==> config.mk <==
export PLATFORM = sky130hd
export DESIGN_NAME = battery_level_monitor
export DESIGN_NICKNAME = d
export VERILOG_FILES = /design/src/rtl/blm_pkg.sv /design/src/rtl/battery_level_monitor.sv /design/src/rtl/blm_cfg_regs.sv /design/src/rtl/blm_eval.sv
export SDC_FILE = /design/constraint.sdc
export NUM_CORES = 1
export LEC_CHECK = 0
export BUFFER_PORTS_ARGS = -buffer_cell sky130_fd_sc_hd__buf_2
export CAP_MARGIN = 25
export CORE_ASPECT_RATIO = 0.9
export CORE_MARGIN = 3
export CORE_UTILIZATION = 60
export CTS_BUF_LIST = sky130_fd_sc_hd__clkbuf_4
export DETAILED_ROUTE_END_ITERATION = 12
export GPL_TIMING_DRIVEN = 0
export PLACE_DENSITY = 0.79
export SKIP_CTS_REPAIR_TIMING = 1
export SYNTH_ARGS = -nofsm -noshare
export SYNTH_HDL_FRONTEND = slang
export SYNTH_HIERARCHICAL = 1
export SYNTH_SLANG_ARGS = --single-unit
==> constraint.sdc <==
create_clock -name clk -period 8.5 [get_ports clk]
set_input_delay 0.85 -clock clk [delete_from_list [all_inputs] [get_ports clk]]
set_output_delay 0.85 -clock clk [all_outputs]
set_load 0.05 [all_outputs]
==> src/rtl/blm_pkg.sv <==
// Package with the shared types and constants of the battery level monitor.
package blm_pkg;

  localparam int MV_W = 14;
  localparam int PIN_W = 12;
  localparam int BAND_W = 3;
  localparam int CFG_IDX_W = 3;

  localparam int LOW_CONFIRM = 8;
  localparam int EMPTY_CONFIRM = 16;
  localparam int LOW_CNT_W = $clog2(LOW_CONFIRM + 1);
  localparam int EMPTY_CNT_W = $clog2(EMPTY_CONFIRM + 1);

  typedef enum logic [CFG_IDX_W-1:0] {
    CFG_BAND75      = 3'd0,
    CFG_BAND50      = 3'd1,
    CFG_BAND25      = 3'd2,
    CFG_LOW_SET     = 3'd3,
    CFG_LOW_CLEAR   = 3'd4,
    CFG_EMPTY_SET   = 3'd5,
    CFG_EMPTY_CLEAR = 3'd6
  } cfg_idx_e;

  typedef enum logic [BAND_W-1:0] {
    BAND_EMPTY  = 3'd0,
    BAND_TWENTY = 3'd1,
    BAND_25     = 3'd2,
    BAND_50     = 3'd3,
    BAND_75     = 3'd4,
    BAND_FULL   = 3'd5
  } band_e;

  localparam logic [MV_W-1:0] BAND75_RST      = 14'd7900;
  localparam logic [MV_W-1:0] BAND50_RST      = 14'd7600;
  localparam logic [MV_W-1:0] BAND25_RST      = 14'd7300;
  localparam logic [MV_W-1:0] LOW_SET_RST     = 14'd7000;
  localparam logic [MV_W-1:0] LOW_CLEAR_RST   = 14'd7200;
  localparam logic [MV_W-1:0] EMPTY_SET_RST   = 14'd6300;
  localparam logic [MV_W-1:0] EMPTY_CLEAR_RST = 14'd6700;

  typedef struct packed {
    logic [MV_W-1:0] band75;
    logic [MV_W-1:0] band50;
    logic [MV_W-1:0] band25;
    logic [MV_W-1:0] low_set;
    logic [MV_W-1:0] low_clear;
    logic [MV_W-1:0] empty_set;
    logic [MV_W-1:0] empty_clear;
  } cfg_t;

  typedef struct packed {
    logic [BAND_W-1:0] band;
    logic              low;
    logic              empty;
  } result_t;

endpackage

==> src/rtl/battery_level_monitor.sv <==
// Top level of the battery level monitor with its sample and result registers.
//
// The sample channel takes one averaged divider pin voltage per item in
// pin_mv; an item is accepted at a clock edge with sample_valid high and
// sample_stall low. The result channel gives one item per sample with the
// display band and the debounced low and empty flags, taken at an edge with
// result_valid high and result_stall low.
// An item goes into the sample register at its accepting edge and its result
// is loaded into the result register once that register is free to take it.
// One item is taken per clock cycle while the receiver does not stall; the
// sample register and the result register form a two-entry pipeline, so a
// new sample is accepted while a result waits to be taken.
// When the receiver stalls, the result holds and the sample register fills;
// sample_stall then rises until the result is taken.
// Thresholds must be written via wr_en, wr_index and wr_data only while no
// item is in flight (not enforced here); an index beyond the list is ignored.
// Synchronous reset empties both registers, loads the default thresholds,
// clears both flags and both confirmation counters.
module battery_level_monitor (
  input  logic                            clk,
  input  logic                            rst,
  input  logic                            wr_en,
  input  logic [blm_pkg::CFG_IDX_W-1:0]   wr_index,
  input  logic [blm_pkg::MV_W-1:0]        wr_data,
  input  logic                            sample_valid,
  output logic                            sample_stall,
  input  logic [blm_pkg::PIN_W-1:0]       pin_mv,
  output logic                            result_valid,
  input  logic                            result_stall,
  output logic [blm_pkg::BAND_W-1:0]      level_band,
  output logic                            low_flag,
  output logic                            empty_flag
);

  blm_pkg::cfg_t                 cfg;
  blm_pkg::result_t              eval_result;
  blm_pkg::result_t              result;
  logic                          stage_valid;
  logic [blm_pkg::PIN_W-1:0]     stage_pin;
  logic                          out_free;
  logic                          advance;
  logic                          sample_take;

  blm_cfg_regs u_cfg_regs (
    .clk      (clk),
    .rst      (rst),
    .wr_en    (wr_en),
    .wr_index (wr_index),
    .wr_data  (wr_data),
    .cfg      (cfg)
  );

  blm_eval u_eval (
    .clk    (clk),
    .rst    (rst),
    .step   (advance),
    .pin_mv (stage_pin),
    .cfg    (cfg),
    .result (eval_result)
  );

  assign out_free = !result_valid || !result_stall;
  assign advance = stage_valid && out_free;
  assign sample_stall = stage_valid && !out_free;
  assign sample_take = sample_valid && !sample_stall;

  always_ff @(posedge clk) begin
    if (rst) begin
      stage_valid <= 1'b0;
      result_valid <= 1'b0;
    end else begin
      if (sample_take) begin
        stage_valid <= 1'b1;
      end else if (advance) begin
        stage_valid <= 1'b0;
      end
      if (advance) begin
        result_valid <= 1'b1;
      end else if (!result_stall) begin
        result_valid <= 1'b0;
      end
    end
  end

  always_ff @(posedge clk) begin
    if (sample_take) begin
      stage_pin <= pin_mv;
    end
    if (advance) begin
      result <= eval_result;
    end
  end

  assign level_band = result.band;
  assign low_flag = result.low;
  assign empty_flag = result.empty;

endmodule

==> src/rtl/blm_cfg_regs.sv <==
// Threshold register file written through the plain configuration port.
module blm_cfg_regs (
  input  logic                            clk,
  input  logic                            rst,
  input  logic                            wr_en,
  input  logic [blm_pkg::CFG_IDX_W-1:0]   wr_index,
  input  logic [blm_pkg::MV_W-1:0]        wr_data,
  output blm_pkg::cfg_t                   cfg
);

  blm_pkg::cfg_t cfg_next;

  always_comb begin
    cfg_next = cfg;
    if (wr_en) begin
      unique case (blm_pkg::cfg_idx_e'(wr_index))
        blm_pkg::CFG_BAND75:      cfg_next.band75 = wr_data;
        blm_pkg::CFG_BAND50:      cfg_next.band50 = wr_data;
        blm_pkg::CFG_BAND25:      cfg_next.band25 = wr_data;
        blm_pkg::CFG_LOW_SET:     cfg_next.low_set = wr_data;
        blm_pkg::CFG_LOW_CLEAR:   cfg_next.low_clear = wr_data;
        blm_pkg::CFG_EMPTY_SET:   cfg_next.empty_set = wr_data;
        blm_pkg::CFG_EMPTY_CLEAR: cfg_next.empty_clear = wr_data;
        default:                  cfg_next = cfg;
      endcase
    end
  end

  always_ff @(posedge clk) begin
    if (rst) begin
      cfg.band75      <= blm_pkg::BAND75_RST;
      cfg.band50      <= blm_pkg::BAND50_RST;
      cfg.band25      <= blm_pkg::BAND25_RST;
      cfg.low_set     <= blm_pkg::LOW_SET_RST;
      cfg.low_clear   <= blm_pkg::LOW_CLEAR_RST;
      cfg.empty_set   <= blm_pkg::EMPTY_SET_RST;
      cfg.empty_clear <= blm_pkg::EMPTY_CLEAR_RST;
    end else begin
      cfg <= cfg_next;
    end
  end

endmodule

==> src/rtl/blm_eval.sv <==
// Band selection and debounced low and empty flags for one sample.
module blm_eval (
  input  logic                        clk,
  input  logic                        rst,
  input  logic                        step,
  input  logic [blm_pkg::PIN_W-1:0]   pin_mv,
  input  blm_pkg::cfg_t               cfg,
  output blm_pkg::result_t            result
);

  localparam logic [blm_pkg::LOW_CNT_W-1:0] LowMax =
    blm_pkg::LOW_CNT_W'(blm_pkg::LOW_CONFIRM);
  localparam logic [blm_pkg::EMPTY_CNT_W-1:0] EmptyMax =
    blm_pkg::EMPTY_CNT_W'(blm_pkg::EMPTY_CONFIRM);

  logic [blm_pkg::MV_W-1:0]        batt_mv;
  logic [blm_pkg::BAND_W-1:0]      band_sel;
  logic [blm_pkg::LOW_CNT_W-1:0]   low_count, low_count_next;
  logic [blm_pkg::EMPTY_CNT_W-1:0] empty_count, empty_count_next;
  logic                            low_state, low_state_next;
  logic                            empty_state, empty_state_next;

  // Battery voltage behind the 1/3 divider; 3 * 4095 fits in 14 bits.
  assign batt_mv = {2'b00, pin_mv} + {1'b0, pin_mv, 1'b0};

  always_comb begin
    priority if (batt_mv > cfg.band75) begin
      band_sel = blm_pkg::BAND_FULL;
    end else if (batt_mv > cfg.band50) begin
      band_sel = blm_pkg::BAND_75;
    end else if (batt_mv > cfg.band25) begin
      band_sel = blm_pkg::BAND_50;
    end else if (batt_mv > cfg.low_set) begin
      band_sel = blm_pkg::BAND_25;
    end else if (batt_mv > cfg.empty_set) begin
      band_sel = blm_pkg::BAND_TWENTY;
    end else begin
      band_sel = blm_pkg::BAND_EMPTY;
    end
  end

  always_comb begin
    low_count_next = low_count;
    low_state_next = low_state;
    priority if (batt_mv <= cfg.low_set) begin
      if (low_count < LowMax) begin
        low_count_next = low_count + 1'b1;
      end
      if (low_count_next >= LowMax) begin
        low_state_next = 1'b1;
      end
    end else if (batt_mv >= cfg.low_clear) begin
      low_count_next = '0;
      low_state_next = 1'b0;
    end else begin
      low_count_next = '0;
    end
  end

  always_comb begin
    empty_count_next = empty_count;
    empty_state_next = empty_state;
    priority if (batt_mv <= cfg.empty_set) begin
      if (empty_count < EmptyMax) begin
        empty_count_next = empty_count + 1'b1;
      end
      if (empty_count_next >= EmptyMax) begin
        empty_state_next = 1'b1;
      end
    end else if (batt_mv >= cfg.empty_clear) begin
      empty_count_next = '0;
      empty_state_next = 1'b0;
    end else begin
      empty_count_next = '0;
    end
  end

  assign result = {band_sel, low_state_next, empty_state_next};

  always_ff @(posedge clk) begin
    if (rst) begin
      low_count <= '0;
      empty_count <= '0;
      low_state <= 1'b0;
      empty_state <= 1'b0;
    end else if (step) begin
      low_count <= low_count_next;
      empty_count <= empty_count_next;
      low_state <= low_state_next;
      empty_state <= empty_state_next;
    end
  end

endmodule

==> flow_summary.toml <==
[power_and_ir_drop]
p_total_mw = 1.41
ir_worst_vdd_v = 0.000115
p_per_area_nw_per_um2 = 163
power_leakage_nw = 4.35

[yosys]
yosysTopAreaCell = "dfxtp_1"
syn_inst = 859
yosys.area_share.simple_pct = 16.8
synth.cell_area_sq_um = 7960
synth_nets = 1006
synth_area_leaders = "dfxtp_1, ha_1, mux2i_1, edfxtp_1, nand2b_1"
ys.flop_type = "dfxtp_1"
synth_xor_xnor_area_share_pct = 1.21
synth_edf_count = 17
ys_seq_area_share_pct = 34.3
synth-adder-area-share_pct = 17.9
synth-compound-area-share_pct = 10.2
ys_types = 66
synth_top_family_by_area = "adder cells"
synthDominantCellAreaShare_pct = 27.9
synthMuxAreaShare_pct = 12.6
async_flop_share_pct = 0
synth_area_per_cell_sq_um = 9.27
yosysWarnings = 6
synth-seq-cells = 128

[run]
drv_cap = 0

[global_route]
grt_max_degree = 17
antenna_found_initial = 0
grt_pass1_wl_um = 30200
grt_pass1_vias = 5928
grt-ovfl-total = 0
track_usage_pct = 26.9

[drt]
routed_wl_um = 19200
drt-wirelength-per-cell_um = 17.5
viasPerCell = 5.64
ant_nets = 0
drtPass1Iterations = 5
route.detailed.drc = 0
drtIter0Drc = 418
vias = 6205

[timing]
worst_slew_pin_slew_ns = 1.09
skew_ns = 0.0146
hold_violations = 0
post-route-min-period_ns = 4.84
hold_slack_ns = 0.477
finalSetupTns_ns = 0
finalSetupViolations = 0
period_share_pct = 56.9
rsz0062_at_grt = "false"
relSlewSlack_pct = 27.0
slew_violations = 0
max_freq_ghz = 0.207

[worst_setup_path]
max_stage_delay_ns = 0.88
r2r-end = "level_band[1]$_DFFE_PP_"
end_kind = "flop"
cp_max_fo = 7
crit_type = "flop to flop"
crit_required_ns = 8.80
r2r_slack_ns = 3.66
reg2reg_from = "stage_pin[1]$_DFFE_PP_"
slowest_stage = "xor2_1"
path_delay_family = "compound AO/OA/AOI/OAI gates"
cp.arrival_ns = 5.14
start_kind = "flop"
r2r_cells = 15
crit_buf_inv = 1
path_cells = "ha_1 > inv_1 > fa_1 > nor2b_1 > o21ai_0 > a21o_1 > a31oi_1 > xor2_1 > ha_1 > and4_1 > a31oi_1 > o211ai_1 > o21ai_0 > nand2_1 > and3b_1"

[status]
status = "complete, no violations"

[floorplan]
fp-row-count = 39
start_util_pct = 62.0
num_io_pins = 41
die_area_sq_um = 14700
coreArea_sq_um = 12800
dieWidth_um = 127
fp.dieH_um = 115

[clock_tree]
ctsHtreeMaxLevel = 4
cts_tree = "built"
cts.path.max_buffers = 2
clkTransAtPathRegs_ns = 0.11
clock-sinks = 128
clk_latency_ns = 0.54
cts_root_buf = "clkbuf_4"
cts_buffers = 17

[cells_and_area]
layout.nets = 1070
nFillCells = 1074
area_delta_synth_final_pct = 8.66
n_antenna_cell = 0
seq_area_sq_um = 2730
final_cell_area_sq_um = 8650
multi_input_area_sq_um = 4670
drive_gt1_share_pct = 11.2

[placement]
gp_congestion = 0.969
dpl_cell_area_sq_um = 8390
port_buffers = 38
place_hpwl_um = 14500

[worst_hold_path]
min_to = "stage_pin[10]$_DFFE_PP_"
holdPathStages = 1
min-delay-start = "pin_mv[10]"
hold_path.class = "primary input to flop"
[kinds of logic (layout without fill, tap and decap cells)]
family | count (synthesis) | after routing
XOR/XNOR | 11 | 11
flip-flops | 128 | 128
buffers and inverters | 136 | 213
multiplexers | 100 | 100
AND/OR/NAND/NOR | 248 | 248
AO/OA/AOI/OAI | 123 | 123
adder cells (fa/ha/maj) | 113 | 113
[per-layer routing]
layer  vias up  wire (um)  track usage (%)  share of wire, %
li1       3110          -                -                 -
met2       140       8980             44.6                47
met3        29        894             5.81               4.7
met1      2926       8930             34.4                46
met5         -          0                0                 0
met4         0        411             10.6               2.1
[area by class of cell]
cell class                 count  share of cell area [%]
clock inverter                14                    1.16
inverter                     106                    4.60
buffer                        30                    1.88
multi-input combinational    595                    54.0
tap                          164                    2.37
timing repair buffer          45                    2.81
sequential                   128                    31.6
clock buffer                  18                    1.56
[per-stage QoR]
step	setup slack, ns	std cells	utilization [%]
floorplan	4.12	859	-
global placement	1.88	1061	65.1
detailed placement	3.58	1065	65.4
CTS	3.57	1097	67.2
global route	3.50	1100	67.4
finish	3.66	1100	67.4
[Yosys cell counts, types with 5 or more instances]
library cell / n
edfxtp_1: 17
nand3_1: 6
xnor2_1: 7
inv_1: 106
a211oi_1: 7
dfxtp_1: 111
ha_1: 112
nor2_1: 85
mux2i_1: 100
a21o_1: 8
clkbuf_1: 13
nand4_1: 18
nor3_1: 6
buf_2: 10
nand2_1: 21
o21ai_0: 27
nand2b_1: 70
o21a_1: 10
nor2b_1: 9
a21oi_1: 33
o211ai_1: 5
[placed cells by master, fill, tap and decap left out, types with 18 or more instances in the layout]
master    Yosys  final
ha_1        112    112
nand2b_1     70     70
clkbuf_4      0     18
nand4_1      18     18
mux2i_1     100    100
nand2_1      21     21
o21ai_0      27     27
inv_1       106    106
buf_2        10     48
dfxtp_1     111    111
nor2_1       85     85
a21oi_1      33     33
[state kept, by name, indices dropped and copies added (netlist names)]
name,count
result_valid,1
u_eval/low_state,1
low_flag,1
level_band,3
u_eval/empty_count,5
stage_valid,1
u_cfg_regs/cfg,98
stage_pin,12
u_eval/low_count,4
empty_flag,1
u_eval/empty_state,1
[power breakdown]
group          switching, mW  internal (mW)
clock                  0.229          0.141
combinational          0.239          0.157
sequential           0.00968          0.632
total                  0.478          0.931
[worst max path at each step]
stage / start / end / cells past startpoint
final: stage_pin[1]$_DFFE_PP_ / level_band[1]$_DFFE_PP_ / 15
after global routing: stage_pin[1]$_DFFE_PP_ / level_band[0]$_DFFE_PP_ / 15
after CTS: stage_pin[1]$_DFFE_PP_ / level_band[0]$_DFFE_PP_ / 16
after detailed placement: stage_pin[1]$_DFFE_PP_ / level_band[0]$_DFFE_PP_ / 16
after global placement: stage_pin[2]$_DFFE_PP_ / level_band[0]$_DFFE_PP_ / 14
after floorplan: stage_pin[2]$_DFFE_PP_ / level_band[1]$_DFFE_PP_ / 14
Note: power is estimated with default switching activity, not from simulation.
